File: src/hw/rtl/srpf_pkg.sv
`default_nettype none
// ----------------------------------------------------------------------------
// srpf_pkg: shared types and constants for the stereogram row pixel filler
// Transaction payloads, register indexes, fill modes and pipeline control.
// ----------------------------------------------------------------------------
package srpf_pkg;

   localparam int LINK_W      = 10;
   localparam int RAND_W      = 8;
   localparam int COLOR_W     = 32;
   localparam int CSR_INDEX_W = 3;
   localparam int CSR_DATA_W  = 32;
   localparam int MODE_W      = 2;
   localparam int DOT_W       = 5;
   localparam int ROW_W       = 11;

   // register indexes
   localparam logic [CSR_INDEX_W-1:0] CSR_FILL_MODE      = 3'd0;
   localparam logic [CSR_INDEX_W-1:0] CSR_DENSITY        = 3'd1;
   localparam logic [CSR_INDEX_W-1:0] CSR_COPY_DENSITY   = 3'd2;
   localparam logic [CSR_INDEX_W-1:0] CSR_AUTOMATON_RULE = 3'd3;
   localparam logic [CSR_INDEX_W-1:0] CSR_DOT_SIZE       = 3'd4;
   localparam logic [CSR_INDEX_W-1:0] CSR_FIRST_COLOR    = 3'd5;
   localparam logic [CSR_INDEX_W-1:0] CSR_SECOND_COLOR   = 3'd6;
   localparam logic [CSR_INDEX_W-1:0] CSR_ROW_WIDTH      = 3'd7;

   // register reset values
   localparam logic [MODE_W-1:0]  FILL_MODE_RESET      = 2'd1;
   localparam logic [RAND_W-1:0]  DENSITY_RESET        = 8'd128;
   localparam logic [RAND_W-1:0]  COPY_DENSITY_RESET   = 8'd0;
   localparam logic [RAND_W-1:0]  AUTOMATON_RULE_RESET = 8'd90;
   localparam logic [DOT_W-1:0]   DOT_SIZE_RESET       = 5'd1;
   localparam logic [COLOR_W-1:0] FIRST_COLOR_RESET    = 32'h0000_0000;
   localparam logic [COLOR_W-1:0] SECOND_COLOR_RESET   = 32'hffff_ffff;
   localparam logic [ROW_W-1:0]   ROW_WIDTH_RESET      = 11'd1024;

   // fill modes; code zero runs as random with vertical copy
   localparam logic [MODE_W-1:0] FILL_COPY      = 2'd1;
   localparam logic [MODE_W-1:0] FILL_RANDOM    = 2'd2;
   localparam logic [MODE_W-1:0] FILL_AUTOMATON = 2'd3;

   typedef struct packed {
      logic [LINK_W-1:0] link_target;
      logic [RAND_W-1:0] random_copy;
      logic [RAND_W-1:0] random_pick;
   } req_type;

   typedef struct packed {
      logic [COLOR_W-1:0] pixel_color;
      logic               row_end;
      logic               link_error;
   } rsp_type;

   // where the colour choice of a pixel comes from
   typedef enum logic [1:0] {
      SRC_RANDOM,
      SRC_CURRENT,
      SRC_PREVIOUS,
      SRC_RULE
   } src_type;

   // one row-buffer word: the column's latest bit and the bit it replaced
   typedef struct packed {
      logic prior;
      logic latest;
   } row_word_type;

   // position flags of the pixel at the head of the stream
   typedef struct packed {
      logic first_row;
      logic row_phase_nz;
      logic col_phase_nz;
      logic last;
   } pos_type;

   // control carried by a pixel from issue to the pick stage
   typedef struct packed {
      src_type           src;
      logic              rand_bit;
      logic              ca_en;
      logic [RAND_W-1:0] rule;
      logic              last;
      logic              err;
      logic              prev_old;
      logic              left_old;
   } s1_ctrl_type;

endpackage
`default_nettype wire

File: src/hw/rtl/srpf_issue.sv
`default_nettype none
// ----------------------------------------------------------------------------
// srpf_issue: per-pixel source decision and row buffer addressing
// Picks where the pixel's colour comes from and which buffer words to fetch.
// ----------------------------------------------------------------------------
module srpf_issue #(
   parameter int MAX_WIDTH = 1024,
   parameter int MAX_DOT   = 16,
   parameter int CW        = $clog2(MAX_WIDTH),
   parameter int WW        = $clog2(MAX_WIDTH + 1),
   parameter int DW        = $clog2(MAX_DOT + 1)
) (
   input  wire logic [CW-1:0]                   x,
   input  wire logic [CW-1:0]                   block,
   input  wire logic [DW-1:0]                   ds,
   input  wire logic [WW-1:0]                   w,
   input  wire srpf_pkg::pos_type               pos,
   input  wire srpf_pkg::req_type               req,
   input  wire logic [srpf_pkg::MODE_W-1:0]     fill_mode,
   input  wire logic [srpf_pkg::RAND_W-1:0]     density,
   input  wire logic [srpf_pkg::RAND_W-1:0]     copy_density,
   input  wire logic [srpf_pkg::RAND_W-1:0]     automaton_rule,
   input  wire logic [srpf_pkg::COLOR_W-1:0]    first_color,
   input  wire logic [srpf_pkg::COLOR_W-1:0]    second_color,
   output srpf_pkg::s1_ctrl_type                ctrl,
   output logic [CW-1:0]                        cur_addr,
   output logic [CW-1:0]                        prev_addr,
   output logic [CW-1:0]                        left_addr
);
   import srpf_pkg::*;

   logic          linked;
   logic          copy_hit;
   logic          above_block;
   logic [CW-1:0] right_addr;

   always_comb begin
      linked      = 32'(req.link_target) < 32'(x);
      copy_hit    = (copy_density != '0) && !pos.first_row
                    && (req.random_copy < copy_density);
      above_block = !pos.first_row && pos.row_phase_nz;

      ctrl.rand_bit = !(req.random_pick > density);
      ctrl.ca_en    = (second_color != first_color);
      ctrl.rule     = automaton_rule;
      ctrl.last     = pos.last;
      ctrl.err      = 32'(req.link_target) > 32'(x);
      ctrl.src      = SRC_RANDOM;

      cur_addr  = block;
      prev_addr = x;
      left_addr = (32'(x) >= 32'(ds)) ? x - CW'(ds) : '0;
      right_addr = ((32'(x) + 32'(ds)) < 32'(w)) ? CW'(32'(x) + 32'(ds))
                                                 : CW'(32'(w) - 32'd1);

      if (linked) begin
         ctrl.src = SRC_CURRENT;
         cur_addr = CW'(req.link_target);
      end else begin
         unique case (fill_mode)
            FILL_RANDOM: begin
               priority if (pos.col_phase_nz) begin
                  ctrl.src = SRC_CURRENT;
               end else if (above_block) begin
                  ctrl.src  = SRC_PREVIOUS;
                  prev_addr = block;
               end else begin
                  ctrl.src = SRC_RANDOM;
               end
            end
            FILL_AUTOMATON: begin
               priority if (pos.col_phase_nz) begin
                  ctrl.src = SRC_CURRENT;
                  cur_addr = (x == '0) ? '0 : x - CW'(1);
               end else if (pos.first_row) begin
                  ctrl.src = SRC_RANDOM;
               end else if (pos.row_phase_nz) begin
                  ctrl.src = SRC_PREVIOUS;
               end else begin
                  // center comes from the own-column read; fetch the right cell here
                  ctrl.src  = SRC_RULE;
                  prev_addr = right_addr;
               end
            end
            default: begin
               // random with vertical copy
               priority if (above_block) begin
                  ctrl.src  = SRC_PREVIOUS;
                  prev_addr = block;
               end else if (pos.col_phase_nz) begin
                  ctrl.src = SRC_CURRENT;
               end else if (copy_hit) begin
                  ctrl.src = SRC_PREVIOUS;
               end else begin
                  ctrl.src = SRC_RANDOM;
               end
            end
         endcase
      end

      // columns left of x already hold this row's bits
      ctrl.left_old = (left_addr < x);
      ctrl.prev_old = (prev_addr < x);
   end

endmodule
`default_nettype wire

File: config.mk
export PLATFORM = sky130hd
export DESIGN_NAME = srpf_issue
export DESIGN_NICKNAME = d
export VERILOG_FILES = /design/src/hw/rtl/srpf_pkg.sv /design/src/hw/rtl/srpf_issue.sv
export SDC_FILE = /design/constraint.sdc
export NUM_CORES = 1
export LEC_CHECK = 0
export ABC_AREA = 1
export BUFFER_PORTS_ARGS = -buffer_cell sky130_fd_sc_hd__buf_4
export CAP_MARGIN = 20
export CORE_MARGIN = 3
export CORE_UTILIZATION = 43
export DETAILED_ROUTE_END_ITERATION = 7
export PLACE_DENSITY_LB_ADDON = 0.2
export SYNTH_ARGS = -nofsm -noshare
export SYNTH_HDL_FRONTEND = slang
export SYNTH_SLANG_ARGS = --single-unit
File: constraint.sdc
create_clock -name vclk -period 4.6
set_input_delay 0.69 -clock vclk [all_inputs]
set_output_delay 0.69 -clock vclk [all_outputs]
set_load 0.005 [all_outputs]
==> out/metrics.yaml <==
run_status:
  status: "complete, but fails checks"
  violations: "negative setup slack"
synth:
  synth_adder_area_share: 0.219
  yosysSeqAreaShare: 0
  synth_top_area_share: 0.208
  syn_inst: 617
  yosys.area_share.simple: 0.287
  synth_cell_types: 49
  synth_xor_area_frac: 0.0799
  netlist_area_sq_um: 3730
  syn_nets: 837
  synth_mux_area_frac: 0
  yosysWarnings: 0
  synth_top_family_by_area: "simple AND/OR/NAND/NOR gates"
  netlist_top_cells_area: "ha_1 (21%), inv_1 (10%), nand2_1 (9.9%)"
  yosysTopAreaCell: "ha_1"
  synth_compound_area_frac: 0.260
  synth_area_per_cell_sq_um: 6.04
power:
  irDropWorstVdd_uv: 64.0
  power_uw: 687
  p_sw_uw: 342
  p_int_uw: 345
  switching_share: 0.498
  combPwrFrac: 1.000
  seq_power_share: 0
  total_leakage_power_nw: 3.02
  powerDensity_nw_per_um2: 122
  power_frac_clock: 0
setup_path:
  required_ps: 3910
  critical_path_class: "primary input to primary output"
  cp-start-kind: "primary input"
  crit_fanout: 6
  cp_slowest_cell: "fa_2"
  max_stage_delay_ps: 350
  worstSetupEndpointType: "primary output"
  critPathArrivalTime_ps: 4210
cells_and_area:
  post-route-cell-area_sq_um: 5640
  regArea_sq_um: 0
  n_antenna_cell: 0
  seq_cells: 0
  fin_cells: 937
  finalNetCount: 1054
  drive_above_1_share: 0.376
  area_growth_pct: 51.3
  utilization: 0.680
  n_clock_buffer: 0
  fillers: 770
  multiInputGateArea_sq_um: 3280
floorplan:
  ios: 202
  core_sq_um: 8300
  die_w_microns: 99.1
  die_area_sq_um: 9820
  fp-row-count: 33
  fp.dieH_microns: 99.1
  start_util: 0.449
global_route:
  gr-total-overflow: 0
  grt_max_degree: 32
  grt_pass1_wl_mm: 22.3
  antenna_found_initial: 0
  grtUsageTotal: 0.272
  grt_pass1_vias: 4829
timing:
  tns_ps: -299
  hold_ws_ps: 1380
  final-setup-viol-count: 1
  timing.slew.headroom: 0.686
  min_period_ps: 4900
  max_freq_mhz: 204
  tightest_slew_ps: 469
  post-route-period-util: 1.06
  final_max_slew_viol_count: 0
  finalHoldViolations: 0
  grt_setup_unrepaired: "true"
  finalWorstSetupSlack_ps: -299
route:
  dr_total_vias: 5031
  viasPerCell: 5.37
  antenna_left: 0
  routed_wl_mm: 14.2
  drtIter0Drc: 228
  wire_per_inst_microns: 15.1
  drc: 0
  first_pass_iters: 6
placement:
  numPlacedInstances: 935
  gp_congestion: 0.982
  port-buffer-count: 184
  post-place-ws_ps: -418
  placed_area_sq_um: 5500
  hpwl_mm: 12.3
job:
  max_cap_viol_count: 0
worst_hold_path:
  hold_path_class: "primary input to primary output"
cts:
  cts_hold_buffers: 0
## cell usage in the layout (no fill, tap or decap), drive strengths merged, types with 15 or more instances in the layout
cell type  count
xnor2         22
inv          115
nand3         37
ha            62
a21oi         56
nand2        103
buf          236
nor3          15
nor2          36
o21ai         59
## worst paths after layout
path              cells after the start              start      end  slack (ps)
setup / recovery                     28              ds[0]  ctrl[1]        -300
hold / removal                        0  automaton_rule[1]  ctrl[5]        1380
## synthesized netlist by cell type, types with 2 or more instances
cell type	instances
a2111oi_0	2
a211oi_1	3
a21o_1	3
a21oi_1	52
a21oi_2	3
a221oi_1	4
a31oi_1	7
buf_2	5
buf_4	9
clkbuf_1	6
clkinv_1	2
fa_1	2
ha_1	62
inv_1	102
inv_2	12
nand2_1	98
nand2_2	3
nand2_4	2
nand3_1	34
nand3_2	2
nand4_1	14
nor2_1	34
nor2_2	2
nor3_1	9
nor3_2	6
nor3b_1	2
nor4_1	3
o211ai_1	7
o21ai_0	46
o21ai_1	9
o21ai_2	2
o21ai_4	2
o221ai_1	9
or2_2	12
xnor2_1	22
xor2_1	12
## area by class of cell
type | count | area share
Multi-Input combinational cell | 478 | 0.582
Timing Repair Buffer | 236 | 0.315
Inverter | 118 | 0.0796
Tap cell | 105 | 0.0233
## power by group through the flow
stage               clock network, mW  registers [mW]  logic, mW
floorplan                           0               0      0.335
global placement                    0               0      0.644
detailed placement                  0               0      0.657
CTS                                 0               0      0.673
global route                        0               0      0.762
finish                              0               0      0.687
## worst max-delay path: cells and delay by family
kind | cells | cell delay (ps)
adders and majority gates | 4 | 1070
and+or+nand+nor | 10 | 840
AOI/OAI and AO/OA | 9 | 1040
xor gates and xnor gates | 1 | 140
buffers and inverters | 4 | 400
## per-layer routing
| metal | global-route usage | wire (microns) | up-vias | share of wire |
|---|---|---|---|---|
| li1 | - | - | 2527 | - |
| met5 | 0 | 0 | - | 0 |
| met3 | 0.0414 | 1150 | 39 | 0.081 |
| met1 | 0.317 | 5470 | 2227 | 0.39 |
| met4 | 0.0882 | 484 | 0 | 0.034 |
| met2 | 0.506 | 7090 | 238 | 0.50 |
## logic make-up after synthesis
family,after synthesis
buffers and inverters,139
XOR/XNOR,34
adder cells (fa/ha/maj),64
AO/OA/AOI/OAI,157
AND/OR/NAND/NOR,223
## timing repair
action	CTS	global route
buffers inserted	0	2
pin swaps	7	11
endpoints found under the setup margin	1	2
resized for setup	18	11
hold endpoints to repair	0	0
(Power assumes the default switching activity.)
