`src/hw/rtl/srpf_pkg.sv`:
```
`default_nettype none
// ----------------------------------------------------------------------------
// srpf_pkg: shared types and constants for the stereogram row pixel filler
// Transaction payloads, register indexes, fill modes and pipeline control.
// ----------------------------------------------------------------------------
package srpf_pkg;

   localparam int LINK_W      = 10;
   localparam int RAND_W      = 8;
   localparam int COLOR_W     = 32;
   localparam int CSR_INDEX_W = 3;
   localparam int CSR_DATA_W  = 32;
   localparam int MODE_W      = 2;
   localparam int DOT_W       = 5;
   localparam int ROW_W       = 11;

   // register indexes
   localparam logic [CSR_INDEX_W-1:0] CSR_FILL_MODE      = 3'd0;
   localparam logic [CSR_INDEX_W-1:0] CSR_DENSITY        = 3'd1;
   localparam logic [CSR_INDEX_W-1:0] CSR_COPY_DENSITY   = 3'd2;
   localparam logic [CSR_INDEX_W-1:0] CSR_AUTOMATON_RULE = 3'd3;
   localparam logic [CSR_INDEX_W-1:0] CSR_DOT_SIZE       = 3'd4;
   localparam logic [CSR_INDEX_W-1:0] CSR_FIRST_COLOR    = 3'd5;
   localparam logic [CSR_INDEX_W-1:0] CSR_SECOND_COLOR   = 3'd6;
   localparam logic [CSR_INDEX_W-1:0] CSR_ROW_WIDTH      = 3'd7;

   // register reset values
   localparam logic [MODE_W-1:0]  FILL_MODE_RESET      = 2'd1;
   localparam logic [RAND_W-1:0]  DENSITY_RESET        = 8'd128;
   localparam logic [RAND_W-1:0]  COPY_DENSITY_RESET   = 8'd0;
   localparam logic [RAND_W-1:0]  AUTOMATON_RULE_RESET = 8'd90;
   localparam logic [DOT_W-1:0]   DOT_SIZE_RESET       = 5'd1;
   localparam logic [COLOR_W-1:0] FIRST_COLOR_RESET    = 32'h0000_0000;
   localparam logic [COLOR_W-1:0] SECOND_COLOR_RESET   = 32'hffff_ffff;
   localparam logic [ROW_W-1:0]   ROW_WIDTH_RESET      = 11'd1024;

   // fill modes; code zero runs as random with vertical copy
   localparam logic [MODE_W-1:0] FILL_COPY      = 2'd1;
   localparam logic [MODE_W-1:0] FILL_RANDOM    = 2'd2;
   localparam logic [MODE_W-1:0] FILL_AUTOMATON = 2'd3;

   typedef struct packed {
      logic [LINK_W-1:0] link_target;
      logic [RAND_W-1:0] random_copy;
      logic [RAND_W-1:0] random_pick;
   } req_type;

   typedef struct packed {
      logic [COLOR_W-1:0] pixel_color;
      logic               row_end;
      logic               link_error;
   } rsp_type;

   // where the colour choice of a pixel comes from
   typedef enum logic [1:0] {
      SRC_RANDOM,
      SRC_CURRENT,
      SRC_PREVIOUS,
      SRC_RULE
   } src_type;

   // one row-buffer word: the column's latest bit and the bit it replaced
   typedef struct packed {
      logic prior;
      logic latest;
   } row_word_type;

   // position flags of the pixel at the head of the stream
   typedef struct packed {
      logic first_row;
      logic row_phase_nz;
      logic col_phase_nz;
      logic last;
   } pos_type;

   // control carried by a pixel from issue to the pick stage
   typedef struct packed {
      src_type           src;
      logic              rand_bit;
      logic              ca_en;
      logic [RAND_W-1:0] rule;
      logic              last;
      logic              err;
      logic              prev_old;
      logic              left_old;
   } s1_ctrl_type;

endpackage
`default_nettype wire

```
`src/hw/rtl/srpf_position.sv`:
```
`default_nettype none
// ----------------------------------------------------------------------------
// srpf_position: column, block phase and row tracking
// Advances once per accepted pixel; restarts the column at each row end.
// ----------------------------------------------------------------------------
module srpf_position #(
   parameter int MAX_WIDTH = 1024,
   parameter int MAX_DOT   = 16,
   parameter int CW        = $clog2(MAX_WIDTH),
   parameter int WW        = $clog2(MAX_WIDTH + 1),
   parameter int DW        = $clog2(MAX_DOT + 1)
) (
   input  wire logic                        clock,
   input  wire logic                        reset,
   input  wire logic                        advance,
   input  wire logic [srpf_pkg::DOT_W-1:0]  dot_size,
   input  wire logic [srpf_pkg::ROW_W-1:0]  row_width,
   output logic [CW-1:0]                    x,
   output logic [CW-1:0]                    block,
   output logic [DW-1:0]                    ds,
   output logic [WW-1:0]                    w,
   output srpf_pkg::pos_type                pos
);
   import srpf_pkg::*;

   localparam int PW = (MAX_DOT > 1) ? $clog2(MAX_DOT) : 1;

   logic [CW-1:0] column_ff;
   logic [PW-1:0] column_phase_ff;
   logic [PW-1:0] row_phase_ff;
   logic          first_row_ff;

   logic [PW-1:0] cph;
   logic [PW-1:0] column_phase_in;
   logic [PW-1:0] row_phase_in;
   logic          last;

   always_comb begin
      // clamp dot size and row width into range
      if (dot_size == '0) begin
         ds = DW'(1);
      end else if (32'(dot_size) > MAX_DOT) begin
         ds = DW'(MAX_DOT);
      end else begin
         ds = DW'(dot_size);
      end
      if (row_width == '0) begin
         w = WW'(1);
      end else if (32'(row_width) > MAX_WIDTH) begin
         w = WW'(MAX_WIDTH);
      end else begin
         w = WW'(row_width);
      end

      x     = column_ff;
      cph   = (32'(column_phase_ff) <= 32'(column_ff)) ? column_phase_ff : '0;
      block = column_ff - CW'(cph);
      last  = (32'(column_ff) + 32'd1) >= 32'(w);

      column_phase_in = ((32'(cph) + 32'd1) >= 32'(ds)) ? '0 : cph + PW'(1);
      row_phase_in    = ((32'(row_phase_ff) + 32'd1) >= 32'(ds)) ? '0
                                                                 : row_phase_ff + PW'(1);

      pos.first_row    = first_row_ff;
      pos.row_phase_nz = (row_phase_ff != '0);
      pos.col_phase_nz = (cph != '0);
      pos.last         = last;
   end

   always_ff @(posedge clock) begin
      if (reset) begin
         column_ff       <= '0;
         column_phase_ff <= '0;
         row_phase_ff    <= '0;
         first_row_ff    <= 1'b1;
      end else if (advance) begin
         if (last) begin
            // row done: restart column, step row phase
            column_ff       <= '0;
            column_phase_ff <= '0;
            row_phase_ff    <= row_phase_in;
            first_row_ff    <= 1'b0;
         end else begin
            column_ff       <= column_ff + CW'(1);
            column_phase_ff <= column_phase_in;
         end
      end
   end

endmodule
`default_nettype wire

```
`config.mk`:
```
export PLATFORM = sky130hd
export DESIGN_NAME = srpf_position
export DESIGN_NICKNAME = d
export VERILOG_FILES = /design/src/hw/rtl/srpf_pkg.sv /design/src/hw/rtl/srpf_position.sv
export SDC_FILE = /design/constraint.sdc
export NUM_CORES = 1
export LEC_CHECK = 0
export ABC_CLOCK_PERIOD_IN_PS = 7400
export BUFFER_PORTS_ARGS = -buffer_cell sky130_fd_sc_hd__buf_2
export CORE_ASPECT_RATIO = 2
export CORE_MARGIN = 8
export CORE_UTILIZATION = 58
export DETAILED_ROUTE_END_ITERATION = 7
export PLACE_DENSITY = 0.87
export SKIP_LAST_GASP = 1
export SLEW_MARGIN = 20
export SYNTH_ARGS = -nofsm -noshare
export SYNTH_HDL_FRONTEND = slang
export SYNTH_SLANG_ARGS = --single-unit
```
`constraint.sdc`:
```
create_clock -name clock -period 7.4 [get_ports clock]
set_clock_uncertainty 0.2 [all_clocks]
set_input_delay 1.48 -clock clock [delete_from_list [all_inputs] [get_ports clock]]
set_output_delay 1.48 -clock clock [all_outputs]
set_load 0.05 [all_outputs]
```
==> impl_metrics.tcl <==
set metrics [dict create \
    max_clock_freq_ghz 0.175 \
    p_switching_mw 0.182 \
    synth_common_cells "ha_1 (34), inv_1 (34), nand2_1 (32)" \
    hold_viol 0 \
    wl_um 5790 \
    worstSetupPathType "primary input to output port" \
    portBuffers 58 \
    fill_cells 338 \
    synth_mux_area_frac 0 \
    swShare 0.483 \
    synth_top_cells_by_area "ha_1 (19%), dfxtp_1 (17%), inv_1 (5.7%)" \
    pin_count 59 \
    synth_seq_area_share 0.171 \
    grt_pass1_vias 2232 \
    period_minus_slack_ns 5.70 \
    cts_sinks 19 \
    arrival_ns 4.02 \
    status "finished, final reports clean" \
    synth-warning-count 0 \
    detailed_place_hpwl_um 4710 \
    synth-seq-cells 19 \
    postCtsSetupBuffers 0 \
    gr-total-overflow 0 \
    worst-slew-pin-transition_ns 0.734 \
    setup_viol 0 \
    synth_top_area_share 0.191 \
    cp-startpoint "row_width[4]" \
    numCtsBuffers 3 \
    grt_pass1_wl_um 9870 \
    cts_max_level 1 \
    antenna_cells 0 \
    end_kind "output port" \
    hold_start "first_row_ff$_SDFFE_PP1P_" \
    drive_gt1_frac 0.192 \
    synth_top_area_cell "ha_1" \
    peakVddDrop_mv 0.134 \
    synthAdderAreaFrac 0.200 \
    synth-xor-area-share 0.0708 \
    regArea_um2 380 \
    cts_hold_buf 0 \
    initial_core_util 0.591 \
    p_per_area_nw_per_um2 149 \
    finalWeightedCongestion 0.877 \
    multi_input_area_um2 1620 \
    cap_viol_max_count 0 \
    route.detailed.drc 0 \
    synth_edf_count 0 \
    yosys.area_share.simple 0.252 \
    grt_max_degree 30 \
    clockRootBuffer "clkbuf_8" \
    synth_area_per_cell_um2 7.47 \
    core_um2 3760 \
    p_leak_nw 1.33 \
    dieArea_um2 6200 \
    avgViaCountPerCell 5.80 \
    grt_usage 0.191 \
    synth_cells 298 \
    fin_nets 398 \
    insertion_delay_ns 0.26 \
    clockBufferDepth 2 \
    syn_area_um2 2230 \
    r2r_start "x[1]$_SDFFE_PP0P_" \
    cts_tree "done" \
    async_flop_share 0 \
    r2r_setup_slack_ns 3.34 \
    max-slew-margin-rel 0.510 \
    tns_ns 0 \
    syn_nets 352 \
    area_delta_synth_final_pct 13.9 \
    die_w_um 59.8 \
    synth-compound-area-share 0.207 \
    drt_iter0_markers 80 \
    fin_hold_ws_ns 0.283 \
    ant_nets 0 \
    p_comb_frac 0.516 \
    post-route-period-util 0.770 \
    cts_resized 0 \
    rows 32 \
    rsz0062_at_grt "false" \
    critPathLaunchType "primary input" \
    clk_pin_slew_worst_paths_ns 0.08 \
    synth_ff_type "dfxtp_1" \
    synth_top_family_by_area "simple AND/OR/NAND/NOR gates" \
    dr.pass1.iters 4 \
    antenna_found_initial 0 \
    hold_path_class "flop to flop" \
    vias 2287 \
    internal_power_mw 0.195 \
    p_seq_frac 0.287 \
    p_clk_frac 0.197 \
    worstPathMaxFanout 24 \
    final_max_slew_viol_count 0 \
    synth_cell_types 52 \
    avgRoutedWirePerCell_um 14.7 \
    cp.required_ns 5.72 \
    die_h_um 104 \
]
-- metrics by stage --
| stage | instance area, um^2 | worst slack [ns] | utilization | std cells | total power [mW] |
|---|---|---|---|---|---|
| final | 2540 | 1.70 | 0.674 | 394 | 0.378 |
| after global routing | 2540 | 1.46 | 0.674 | 394 | 0.398 |
| after CTS | 2540 | 1.72 | 0.674 | 394 | 0.379 |
| after detailed placement | 2490 | 1.72 | 0.662 | 390 | 0.305 |
| after global placement | 2490 | 1.85 | 0.662 | 390 | 0.300 |
| after floorplan | 2230 | 1.58 | - | 298 | 0.262 |
-- final cells by class --
type	count	share of cell area
Inverter	35	0.0518
Sequential cell	19	0.150
Tap cell	51	0.0252
Clock inverter	1	0.00197
Clock buffer	3	0.0163
Multi-Input combinational cell	227	0.640
Timing Repair Buffer	58	0.114
-- cell usage in the layout, fill, tap and decap left out, types with 4 or more instances in the layout --
| cell type | synthesis | routed |
|---|---|---|
| ha_1 | 34 | 34 |
| nand3_1 | 8 | 8 |
| nor2_1 | 18 | 18 |
| xnor2_1 | 13 | 13 |
| nor2b_1 | 7 | 7 |
| nand2_1 | 32 | 32 |
| a21oi_1 | 14 | 14 |
| a31oi_1 | 5 | 5 |
| inv_1 | 34 | 34 |
| xor2_1 | 5 | 5 |
| buf_2 | 5 | 58 |
| a21o_1 | 4 | 4 |
| o211ai_1 | 11 | 11 |
| o32ai_1 | 4 | 4 |
| dfxtp_1 | 19 | 19 |
| nand2b_1 | 12 | 12 |
| nor3_1 | 5 | 5 |
| o21ai_0 | 10 | 10 |
-- power by group through the flow --
stage	clock network [mW]	registers [mW]	logic, mW
5_1_grt	0.0783	0.109	0.211
2_1_floorplan	0	0.113	0.149
3_3_place_gp	0	0.111	0.189
6_report	0.0744	0.109	0.195
3_5_place_dp	0	0.111	0.194
4_1_cts	0.0754	0.108	0.195
-- critical path, stage by stage --
cell      delay, ns
buf_2          0.10
nor4_1         0.27
nand3_1        0.12
a21oi_1        0.21
ha_1           0.26
nand2b_1       0.14
a211oi_1       0.35
o2111a_1       0.71
nor2_1         0.12
buf_2          0.25
-- layer usage --
layer  track usage  part of all wire  up-vias
li1              -                 -     1142
met1         0.219              0.41     1061
met2         0.332              0.52       74
met3        0.0335             0.059       10
met4        0.0688             0.018        0
met5             0                 0        -
-- flip-flops by register name, summed over array words and instances (netlist names) --
signal           cells
column_phase_ff      4
row_phase_ff         4
x                   10
first_row_ff         1
-- worst paths after layout --
check / end / cells after the start
max: pos[0] / 10
max reg2reg: column_phase_ff[1]$_SDFFE_PP0P_ / 18
min: first_row_ff$_SDFFE_PP1P_ / 2
min reg2reg: first_row_ff$_SDFFE_PP1P_ / 2
-- cell families after synthesis --
family	count (synthesis)
AND/OR/NAND/NOR	105
flip-flops	19
AO/OA/AOI/OAI	69
buffers and inverters	52
XOR/XNOR	18
adder cells (fa/ha/maj)	35
Note: power is estimated with default switching activity, not from simulation.
