$ cat config.mk
export PLATFORM = sky130hd
export DESIGN_NAME = srpf_pick
export DESIGN_NICKNAME = d
export VERILOG_FILES = /design/src/hw/rtl/srpf_pkg.sv /design/src/hw/rtl/srpf_pick.sv
export SDC_FILE = /design/constraint.sdc
export NUM_CORES = 1
export LEC_CHECK = 0
export ABC_CLOCK_PERIOD_IN_PS = 1800
export BUFFER_PORTS_ARGS = -buffer_cell sky130_fd_sc_hd__buf_2
export CAP_MARGIN = 30
export CORE_AREA = 2 2 39 41
export DETAILED_ROUTE_END_ITERATION = 7
export DIE_AREA = 0 0 41 43
export PLACE_DENSITY = 0.48
export SETUP_SLACK_MARGIN = 0.2
export SLEW_MARGIN = 10
export SYNTH_ARGS = -nofsm -noshare
export SYNTH_HDL_FRONTEND = slang
export SYNTH_SLANG_ARGS = --single-unit
export TNS_END_PERCENT = 20
$ cat constraint.sdc
create_clock -name vclk -period 1.8
set_input_delay 0.18 -clock vclk [all_inputs]
set_output_delay 0.18 -clock vclk [all_outputs]
set_load 0.005 [all_outputs]
$ cat src/hw/rtl/srpf_pkg.sv
`default_nettype none
// ----------------------------------------------------------------------------
// srpf_pkg: shared types and constants for the stereogram row pixel filler
// Transaction payloads, register indexes, fill modes and pipeline control.
// ----------------------------------------------------------------------------
package srpf_pkg;

   localparam int LINK_W      = 10;
   localparam int RAND_W      = 8;
   localparam int COLOR_W     = 32;
   localparam int CSR_INDEX_W = 3;
   localparam int CSR_DATA_W  = 32;
   localparam int MODE_W      = 2;
   localparam int DOT_W       = 5;
   localparam int ROW_W       = 11;

   // register indexes
   localparam logic [CSR_INDEX_W-1:0] CSR_FILL_MODE      = 3'd0;
   localparam logic [CSR_INDEX_W-1:0] CSR_DENSITY        = 3'd1;
   localparam logic [CSR_INDEX_W-1:0] CSR_COPY_DENSITY   = 3'd2;
   localparam logic [CSR_INDEX_W-1:0] CSR_AUTOMATON_RULE = 3'd3;
   localparam logic [CSR_INDEX_W-1:0] CSR_DOT_SIZE       = 3'd4;
   localparam logic [CSR_INDEX_W-1:0] CSR_FIRST_COLOR    = 3'd5;
   localparam logic [CSR_INDEX_W-1:0] CSR_SECOND_COLOR   = 3'd6;
   localparam logic [CSR_INDEX_W-1:0] CSR_ROW_WIDTH      = 3'd7;

   // register reset values
   localparam logic [MODE_W-1:0]  FILL_MODE_RESET      = 2'd1;
   localparam logic [RAND_W-1:0]  DENSITY_RESET        = 8'd128;
   localparam logic [RAND_W-1:0]  COPY_DENSITY_RESET   = 8'd0;
   localparam logic [RAND_W-1:0]  AUTOMATON_RULE_RESET = 8'd90;
   localparam logic [DOT_W-1:0]   DOT_SIZE_RESET       = 5'd1;
   localparam logic [COLOR_W-1:0] FIRST_COLOR_RESET    = 32'h0000_0000;
   localparam logic [COLOR_W-1:0] SECOND_COLOR_RESET   = 32'hffff_ffff;
   localparam logic [ROW_W-1:0]   ROW_WIDTH_RESET      = 11'd1024;

   // fill modes; code zero runs as random with vertical copy
   localparam logic [MODE_W-1:0] FILL_COPY      = 2'd1;
   localparam logic [MODE_W-1:0] FILL_RANDOM    = 2'd2;
   localparam logic [MODE_W-1:0] FILL_AUTOMATON = 2'd3;

   typedef struct packed {
      logic [LINK_W-1:0] link_target;
      logic [RAND_W-1:0] random_copy;
      logic [RAND_W-1:0] random_pick;
   } req_type;

   typedef struct packed {
      logic [COLOR_W-1:0] pixel_color;
      logic               row_end;
      logic               link_error;
   } rsp_type;

   // where the colour choice of a pixel comes from
   typedef enum logic [1:0] {
      SRC_RANDOM,
      SRC_CURRENT,
      SRC_PREVIOUS,
      SRC_RULE
   } src_type;

   // one row-buffer word: the column's latest bit and the bit it replaced
   typedef struct packed {
      logic prior;
      logic latest;
   } row_word_type;

   // position flags of the pixel at the head of the stream
   typedef struct packed {
      logic first_row;
      logic row_phase_nz;
      logic col_phase_nz;
      logic last;
   } pos_type;

   // control carried by a pixel from issue to the pick stage
   typedef struct packed {
      src_type           src;
      logic              rand_bit;
      logic              ca_en;
      logic [RAND_W-1:0] rule;
      logic              last;
      logic              err;
      logic              prev_old;
      logic              left_old;
   } s1_ctrl_type;

endpackage
`default_nettype wire

$ cat src/hw/rtl/srpf_pick.sv
`default_nettype none
// ----------------------------------------------------------------------------
// srpf_pick: final colour choice of one pixel
// Selects between fetched row bits, the random draw and the automaton rule.
// ----------------------------------------------------------------------------
module srpf_pick (
   input  wire srpf_pkg::s1_ctrl_type  ctrl,
   input  wire srpf_pkg::row_word_type cur_word,
   input  wire srpf_pkg::row_word_type center_word,
   input  wire srpf_pkg::row_word_type left_word,
   input  wire srpf_pkg::row_word_type far_word,
   output logic                        choice
);
   import srpf_pkg::*;

   logic       left_bit;
   logic       far_bit;
   logic [2:0] rule_idx;

   always_comb begin
      // row above: take the replaced bit where this row already wrote
      left_bit = ctrl.left_old ? left_word.prior : left_word.latest;
      far_bit  = ctrl.prev_old ? far_word.prior : far_word.latest;
      rule_idx = {far_bit & ctrl.ca_en, center_word.latest & ctrl.ca_en,
                  left_bit & ctrl.ca_en};
      unique case (ctrl.src)
         SRC_RANDOM:   choice = ctrl.rand_bit;
         SRC_CURRENT:  choice = cur_word.latest;
         SRC_PREVIOUS: choice = far_bit;
         SRC_RULE:     choice = ctrl.rule[rule_idx];
         default:      choice = ctrl.rand_bit;
      endcase
   end

endmodule
`default_nettype wire

==> run summary, run 1 <==
## Floorplanning
- **die outline area** 1760 sq um
- **Die Wd** 41 um
- **row cnt** 14
- **die boundary height** 43 um
- **Core Region** 1380 sq um
- **Initial Utilization** 0.106
- **I/O pin cnt** 25

## Layout
- **number of flip-flops and latches** 0
- **area growth from synthesis to layout** 102%
- **Final nets** 65
- **cell area after layout** 295 sq um
- **footprint of the flip-flops and latches** 0 sq um
- **CLK BUF** 0
- **FILL cells** 165
- **multi-input gate area in the final layout** 160 sq um
- **antenna cells** 0
- **layout cells sized above 1** 0.718

## STA
- **min cycle time layout** 1.59 ns
- **worst hold margin** 0.615 ns
- **Worst-Margin Slew** 0.226 ns
- **portion of the clock cycle consumed by the worst path in the final layout** 0.882
- **final hold violation count** 0
- **final number of max-transition violations** 0
- **unrepaired setup endpoints after global routing** true
- **relative slew slack** 0.850
- **maximum achievable frequency** 630 MHz
- **setup tns final** 0 ns
- **number of endpoints failing setup at the final stage** 0

## Synth
- **Adder-Cell Fraction of Synth Area** 0
- **area fraction in compound gates after synthesis** 0.222
- **Synth Warn #** 0
- **most frequent cell after synthesis** mux2i_1
- **main combinational cell family by area after synthesis** multiplexers
- **syn_nets** 42
- **Post-Synthesis Mean Instance Area** 8.13 sq um
- **area of the mapped netlist** 146 sq um
- **top cell type by total area after synthesis** mux2i_1
- **cell count after synthesis** 18
- **Cell variety after synth** 13
- **multiplexer area fraction after synthesis** 0.556
- **area share of the largest cell type after synthesis** 0.274
- **Post-synth top cells** mux2i_1 (4), mux2_4 (2), o21ai_0 (2)
- **cells taking the most area after synthesis** mux2i_1 (27%), mux2_4 (21%), mux2_2 (7.7%)
- **parity-gate share of the synthesized area counting xor and xnor cells** 0
- **sequential area share after synthesis** 0
- **Post-Synth Simple-Gate Area** 0.197

## Route
- **detailed-route via count** 220
- **count of antenna-violating nets left after detailed routing** 0
- **DRC viols** 0
- **drt pass-1 iters** 1
- **Avg WL per Cell** 8.42 um
- **first-iteration detailed-routing DRC count** 0
- **routed vias/inst** 4.00
- **total routed wirelength** 463 um

## Power and ir drop
- **Leakage Power** 0.160 nW
- **PD cells** 215 nW/um^2
- **Max IR drop VDD** 0.0000708 V

## Critical path
- **CP Data Arrival Time** 1.41 ns
- **kind of critical path** input port to output pin
- **number of buffers and inverters on the critical path** 2
- **stage delay of the slowest cell on the critical path** 0.30 ns
- **worst setup path endpoint** choice
- **Worst path depth** 8
- **Top cell by count, worst path** mux2_4
- **CP required** 1.62 ns
- **crit end category** output pin
- **maximum fanout encountered on the critical timing path** 2
- **CP top delay family** multiplexers
- **CP Launch Point** ctrl[0]
- **cells traversed along the worst timing path** buf_6, mux2_4, mux2_4, nand4_1, o31ai_2, nor3_2, o22ai_1, buf_2
- **Worst setup SP type** input port
- **CP max-delay cell** mux2_4

## Run status
- **outcome** finished, final reports clean

## Placed design
- **routability congestion estimate from global placement** 0.662
- **quantity of I/O buffers inserted on ports** 21
- **placed standard-cell area** 272 sq um

## CTS
- **Post-CTS Hold Buffers** 0

## Global routing
- **maximum number of pins on one net before global-route repair** 6
- **initial antenna violation count** 0
- **wire length of the first global-routing pass** 759 um
- **gr usage total** 0.0569
- **grt total ovfl** 0
- **via count of the first global-routing pass** 204

## Worst hold path
- **hold crit path type** input port to output pin

## Run
- **max-capacitance violation count** 0

[cell type report]
type               instances  area share
well taps                 16      0.0678
repair buffers            21       0.377
multi-input cells         17       0.542
inverters                  1      0.0127
[per-stage QoR]
| step | total power, mW | utilization | cells | setup slack, ns |
|---|---|---|---|---|
| after floorplan | 0.0280 | - | 18 | 0.444 |
| after global placement | 0.0571 | 0.196 | 55 | 0.149 |
| after detailed placement | 0.0579 | 0.196 | 55 | 0.149 |
| after CTS | 0.0595 | 0.201 | 55 | 0.172 |
| after global routing | 0.0720 | 0.213 | 55 | 0.0782 |
| final | 0.0635 | 0.213 | 55 | 0.212 |
[power by group]
part           internal (mW)  switching, mW
Clock                      0              0
Combinational         0.0381         0.0253
Sequential                 0              0
[cells by family (layout without fill, tap and decap cells)]
family	Yosys count	count (layout)
simple gates	5	5
mux	7	7
compound gates	5	5
buf+inv	1	22
[cells in the final DEF, fill, tap and decap left out]
master	Yosys	routed
o22ai_1	1	1
nor3_2	0	1
nand4_1	1	1
nand2_1	1	1
buf_2	0	20
buf_6	0	1
nand3b_1	1	1
o32ai_2	0	1
o21ai_0	2	2
o31ai_2	0	1
mux2_4	2	2
nand2_2	1	1
mux2i_1	4	4
inv_1	1	1
mux2_2	1	1
[what timing repair did]
action                     in CTS  in global routing
setup endpoints to repair       1                  1
cloned                          0                  0
buffers inserted                0                  0
pin swaps                       3                  2
resized for setup               1                  3
[worst min path at each step]
stage,from,to,slack [ns],depth (start not counted)
floorplan,ctrl[15],choice,0.41,1
detailed placement,ctrl[15],choice,0.61,3
CTS,ctrl[15],choice,0.62,3
global route,ctrl[15],choice,0.65,3
finish,ctrl[15],choice,0.61,3
global placement,ctrl[15],choice,0.61,3
[metal layers]
layer / up-vias / wire, um / GRT usage
li1: 115 / - / -
met5: - / 0 / 0
met4: 0 / 0 / 0
met2: 17 / 186 / 0.0938
met3: 0 / 71 / 0
met1: 88 / 205 / 0.0854
No activity file was read; power rests on OpenSTA's default activity.
==> inputs of run 2 (changes only) <==
--- a/config.mk
+++ b/config.mk
@@ -5,13 +5,13 @@
 export SDC_FILE = /design/constraint.sdc
 export NUM_CORES = 1
 export LEC_CHECK = 0
-export ABC_CLOCK_PERIOD_IN_PS = 1800
+export ABC_CLOCK_PERIOD_IN_PS = 1360
 export BUFFER_PORTS_ARGS = -buffer_cell sky130_fd_sc_hd__buf_2
 export CAP_MARGIN = 30
 export CORE_AREA = 2 2 39 41
 export DETAILED_ROUTE_END_ITERATION = 7
 export DIE_AREA = 0 0 41 43
-export PLACE_DENSITY = 0.48
+export PLACE_DENSITY = 0.5
 export SETUP_SLACK_MARGIN = 0.2
 export SLEW_MARGIN = 10
 export SYNTH_ARGS = -nofsm -noshare
==> constraint.sdc (replaced) <==
create_clock -name vclk -period 1.36
set_input_delay 0.136 -clock vclk [all_inputs]
set_output_delay 0.136 -clock vclk [all_outputs]
set_load 0.005 [all_outputs]
==> run 2 against run 1 <==
  * The flow now finishes with violations (negative setup slack)
  * Combinational power up 25%
  * Worst setup slack worse by 0.34 ns
  * Total power up 25%
  * Sequential share of layout area unchanged
  * Largest power group unchanged
  * Hold slack worse by 0.086 ns
  * Critical endpoint unchanged
==> run summary, run 2 (same netlist as run 1, synthesis figures left out) <==
## Run status
- **outcome** complete, but fails checks
- **violated checks** negative setup slack

## STA
- **unrepaired setup endpoints after global routing** true
- **portion of the clock cycle consumed by the worst path in the final layout** 1.09
- **number of endpoints failing setup at the final stage** 1, +1
- **relative slew slack** 0.859, +0.00971
- **final hold violation count** 0, unchanged
- **PnR worst setup slack** -0.124 ns, -0.336 ns
- **min cycle time layout** 1.48 ns
- **Worst-Margin Slew** 0.209 ns, -0.0164 ns
- **setup tns final** -0.124 ns, -0.124 ns
- **final number of max-transition violations** 0, unchanged
- **maximum achievable frequency** 674 MHz

## Critical path
- **CP required** 1.22 ns, -0.40 ns
- **Top cell by count, worst path** mux2_4
- **CP max-delay cell** mux2_4
- **crit end category** output pin
- **kind of critical path** input port to output pin
- **Worst setup SP type** input port
- **CP Launch Point** ctrl[0]
- **number of buffers and inverters on the critical path** 2, unchanged
- **CP top delay family** multiplexers
- **stage delay of the slowest cell on the critical path** 0.31 ns, about the same
- **cells traversed along the worst timing path** buf_6, mux2_4, mux2_4, nand4_1, o31ai_1, nor3_1, o22ai_1, buf_2
- **CP Data Arrival Time** 1.35 ns, -0.06 ns
- **maximum fanout encountered on the critical timing path** 2, unchanged

## Placed design
- **routability congestion estimate from global placement** 0.538, -19%
- **quantity of I/O buffers inserted on ports** 21, unchanged
- **placed standard-cell area** 272 sq um, unchanged

## Global routing
- **wire length of the first global-routing pass** 683 um, -10%
- **maximum number of pins on one net before global-route repair** 6, unchanged
- **via count of the first global-routing pass** 203, -0.49%
- **grt total ovfl** 0, unchanged
- **gr usage total** 0.0519, -0.00500
- **initial antenna violation count** 0, unchanged

## Route
- **count of antenna-violating nets left after detailed routing** 0, unchanged
- **DRC viols** 0, unchanged
- **Avg WL per Cell** 8.44 um, +0.22%
- **first-iteration detailed-routing DRC count** 0, unchanged
- **drt pass-1 iters** 1, unchanged
- **detailed-route via count** 216, -1.8%
- **total routed wirelength** 464 um, +0.22%
- **routed vias/inst** 3.93, -1.8%

## Floorplanning
- **Core Region** 1380 sq um, unchanged
- **die boundary height** 43 um, unchanged
- **row cnt** 14, unchanged
- **Initial Utilization** 0.106, unchanged
- **die outline area** 1760 sq um, unchanged
- **I/O pin cnt** 25, unchanged
- **Die Wd** 41 um, unchanged

## Layout
- **footprint of the flip-flops and latches** 0 sq um, unchanged
- **CLK BUF** 0, unchanged
- **most used cells in the layout excluding fill and tap cells** buf_2 (20), mux2i_1 (4), o21ai_0 (2), mux2_4 (2)
- **multi-input gate area in the final layout** 148 sq um, -7.8%
- **area growth from synthesis to layout** 93.2%
- **layout cells sized above 1** 0.641, -0.0769
- **number of flip-flops and latches** 0, unchanged
- **antenna cells** 0, unchanged
- **Final nets** 65, unchanged
- **cell area after layout** 283 sq um, -4.2%
- **FILL cells** 159, -3.6%
- **most common library cell in the layout ignoring fill and taps** buf_2

## Power and ir drop
- **Leakage Power** 0.160 nW, -0.30%
- **Max IR drop VDD** 0.0000877 V, +24%
- **PD cells** 280 nW/um^2, +30%

## Worst hold path
- **cell count of the worst hold path** 3, unchanged
- **hold worst-path end** choice
- **Hold Path Origin** ctrl[15]
- **hold crit path type** input port to output pin

## Run
- **max-capacitance violation count** 0, unchanged

## CTS
- **number of setup buffers added after CTS** 0, unchanged

## run 2: cell count changes in the layout (fill, tap and decap cells not counted)
cell	previous run	this run
nand2_2	1	0
nand2_4	0	1
nor3_1	0	1
nor3_2	1	0
o31ai_1	0	1
o31ai_2	1	0
o32ai_1	0	1
o32ai_2	1	0
## run 2: routing by layer
metal / up-vias / part of all wire / global-route usage
met4: 0 / 0 / 0
li1: 116 / - / -
met5: - / 0 / 0
met3: 0 / 0.13 / 0
met2: 14 / 0.49 / 0.106
met1: 86 / 0.38 / 0.0570
## run 2: power breakdown
part / switching (mW) / internal (mW)
sequential: 0 / 0
clock: 0 / 0
combinational: 0.0307 / 0.0484
total: 0.0307 / 0.0484
## run 2: final cells by class
class	instances	area share
multi-input combinational	17	0.522
tap	16	0.0708
timing repair buffer	21	0.394
inverter	1	0.0133
## run 2: what timing repair did
item	4_1_cts	5_1_grt
endpoints found under the setup margin	1	1
pin swaps	2	1
resized for setup	2	0
hold buffers	0	0
endpoints found under the hold margin	0	0
## run 2: worst max path at each step
stage / end / slack [ns] / cells after the start
global placement: choice / -0.18 / 8
CTS: choice / -0.15 / 8
detailed placement: choice / -0.18 / 8
global route: choice / -0.18 / 8
floorplan: choice / 0.16 / 6
finish: choice / -0.12 / 8
## run 2: metrics by stage
stage | hold slack (ns) | utilization | worst slack [ns] | std cells | power [mW]
after floorplan | 0.325 | - | 0.156 | 18 | 0.0371
after global placement | 0.528 | 0.196 | -0.182 | 55 | 0.0755
after detailed placement | 0.528 | 0.196 | -0.182 | 55 | 0.0768
after CTS | 0.531 | 0.204 | -0.149 | 55 | 0.0809
after global routing | 0.541 | 0.204 | -0.182 | 55 | 0.0883
final | 0.529 | 0.204 | -0.124 | 55 | 0.0791
==> inputs of run 3 (changes only) <==
--- a/config.mk
+++ b/config.mk
@@ -8,10 +8,12 @@
 export ABC_CLOCK_PERIOD_IN_PS = 1360
 export BUFFER_PORTS_ARGS = -buffer_cell sky130_fd_sc_hd__buf_2
 export CAP_MARGIN = 30
+export CELL_PAD_IN_SITES_DETAIL_PLACEMENT = 1
+export CELL_PAD_IN_SITES_GLOBAL_PLACEMENT = 1
 export CORE_AREA = 2 2 39 41
 export DETAILED_ROUTE_END_ITERATION = 7
 export DIE_AREA = 0 0 41 43
-export PLACE_DENSITY = 0.5
+export PLACE_DENSITY = 0.71
 export SETUP_SLACK_MARGIN = 0.2
 export SLEW_MARGIN = 10
 export SYNTH_ARGS = -nofsm -noshare
==> run 3 against run 2 <==
  * First-iteration DRC count stayed put
  * Die area is the same
  * The flow still finishes with violations (negative setup slack)
  * Total power up 1.3%
  * Critical path type unchanged
  * Fmax hardly changed
  * Global-route usage up 1.2 points
  * Sequential share of layout area is the same
  * Count of clock-buffer cells in the layout is the same
  * Utilization is the same
==> run summary, run 3 (same netlist as run 1, synthesis figures left out) <==
## Run status
- **outcome** complete, but fails checks
- **violated checks** negative setup slack

## Critical path
- **CP required** 1.22 ns, about the same
- **Worst setup SP type** input port
- **kind of critical path** input port to output pin
- **Top cell by count, worst path** mux2_4
- **stage delay of the slowest cell on the critical path** 0.31 ns, about the same
- **CP Data Arrival Time** 1.35 ns, about the same
- **CP max-delay cell** mux2_4
- **number of buffers and inverters on the critical path** 2, unchanged
- **cells traversed along the worst timing path** buf_6, mux2_4, mux2_4, nand4_1, o31ai_1, nor3_1, o22ai_1, buf_2
- **CP top delay family** multiplexers
- **maximum fanout encountered on the critical timing path** 2, unchanged
- **crit end category** output pin

## Run
- **max-capacitance violation count** 0, unchanged

## Floorplanning
- **Initial Utilization** 0.106, unchanged
- **row cnt** 14, unchanged
- **I/O pin cnt** 25, unchanged
- **Core Region** 1380 sq um, unchanged
- **die boundary height** 43 um, unchanged
- **die outline area** 1760 sq um, unchanged
- **Die Wd** 41 um, unchanged

## Power and ir drop
- **Seq pwr share** 0, unchanged
- **Total Power Consumption** 0.0801 mW, +1.3%
- **clock network fraction of total power** 0, unchanged
- **relative contribution of combinational cells to total power** 1.000, about the same
- **Leakage Power** 0.160 nW, +0.10%
- **PD cells** 283 nW/um^2, +1.3%
- **Max IR drop VDD** 0.0000664 V, -24%
- **total internal power** 0.0485 mW, +0.29%
- **net switching component of the power** 0.0316 mW, +2.9%
- **switching fraction of total power** 0.394, +0.00603

## Route
- **detailed-route via count** 239, +11%
- **routed vias/inst** 4.35, +11%
- **Avg WL per Cell** 9.36 um, +11%
- **drt pass-1 iters** 1, unchanged
- **DRC viols** 0, unchanged
- **total routed wirelength** 515 um, +11%
- **first-iteration detailed-routing DRC count** 0, unchanged
- **count of antenna-violating nets left after detailed routing** 0, unchanged

## Layout
- **cell area after layout** 283 sq um, unchanged
- **antenna cells** 0, unchanged
- **most common library cell in the layout ignoring fill and taps** buf_2
- **layout cells sized above 1** 0.641, unchanged
- **Final nets** 65, unchanged
- **footprint of the flip-flops and latches** 0 sq um, unchanged
- **number of flip-flops and latches** 0, unchanged
- **multi-input gate area in the final layout** 148 sq um, unchanged
- **CLK BUF** 0, unchanged
- **area growth from synthesis to layout** 93.2%, unchanged
- **FILL cells** 181, +14%
- **most used cells in the layout excluding fill and tap cells** buf_2 (20), mux2i_1 (4), o21ai_0 (2), mux2_4 (2)

## Worst hold path
- **Hold Path Origin** ctrl[15]
- **hold worst-path end** choice
- **hold crit path type** input port to output pin
- **cell count of the worst hold path** 3, unchanged

## STA
- **unrepaired setup endpoints after global routing** true
- **Worst-Margin Slew** 0.224 ns, +0.0151 ns
- **worst hold margin** 0.530 ns, +0.000947 ns
- **number of endpoints failing setup at the final stage** 1, unchanged
- **PnR worst setup slack** -0.125 ns, -0.00120 ns
- **final hold violation count** 0, unchanged
- **relative slew slack** 0.849, -0.0102
- **maximum achievable frequency** 673 MHz, about the same
- **final number of max-transition violations** 0, unchanged
- **portion of the clock cycle consumed by the worst path in the final layout** 1.09, about the same
- **min cycle time layout** 1.49 ns, +0.00120 ns

## Placed design
- **placed standard-cell area** 272 sq um, unchanged
- **hpwl dp** 479 um
- **routability congestion estimate from global placement** 0.635, +18%
- **quantity of I/O buffers inserted on ports** 21, unchanged

## Global routing
- **wire length of the first global-routing pass** 834 um, +22%
- **grt total ovfl** 0, unchanged
- **gr usage total** 0.0639, +0.0120
- **initial antenna violation count** 0, unchanged
- **maximum number of pins on one net before global-route repair** 6, unchanged
- **via count of the first global-routing pass** 227, +12%

## CTS
- **Post-CTS Hold Buffers** 0, unchanged

run 3: cell counts in the layout (fill, tap and decap cells not counted):
Identical to the previous run, type by type.
run 3: power by group through the flow:
stage / Clock (mW) / Sequential [mW] / Combinational, mW
after floorplan: 0 / 0 / 0.0371
after global placement: 0 / 0 / 0.0751
after detailed placement: 0 / 0 / 0.0772
after CTS: 0 / 0 / 0.0815
after global routing: 0 / 0 / 0.0892
final: 0 / 0 / 0.0801
run 3: worst min-delay path: stages:
cell and delay [ns]:
buf_2 0.08, o22ai_1 0.05, buf_2 0.12
run 3: through the flow:
| stage | instances | setup slack (ns) | TNS (ns) | utilization |
|---|---|---|---|---|
| after floorplan | 18 | 0.156 | 0 | - |
| after global placement | 55 | -0.175 | -0.175 | 0.196 |
| after detailed placement | 55 | -0.159 | -0.159 | 0.196 |
| after CTS | 55 | -0.138 | -0.138 | 0.204 |
| after global routing | 55 | -0.165 | -0.165 | 0.204 |
| final | 55 | -0.125 | -0.125 | 0.204 |
run 3: timing repair:
item | 4_1_cts | 5_1_grt
gates resized for setup | 2 | 0
setup endpoints to repair | 1 | 1
setup buffers | 0 | 0
pin swaps | 0 | 1
run 3: worst max-delay path by stage:
stage,cells past startpoint,startpoint,end
floorplan,6,ctrl[0],choice
global placement,8,ctrl[0],choice
detailed placement,8,ctrl[0],choice
CTS,8,ctrl[0],choice
global route,8,ctrl[0],choice
finish,8,ctrl[0],choice
run 3: layer usage:
layer | routed length, um | global-route usage | vias to the layer above
met3 | 85 | 0 | 0
met1 | 201 | 0.0854 | 108
met4 | 0 | 0 | 0
met5 | 0 | 0 | -
li1 | - | - | 115
met2 | 227 | 0.116 | 16
run 3: final cells by class:
type	count	area share
inverters	1	0.0133
repair buffers	21	0.394
well taps	16	0.0708
multi-input cells	17	0.522
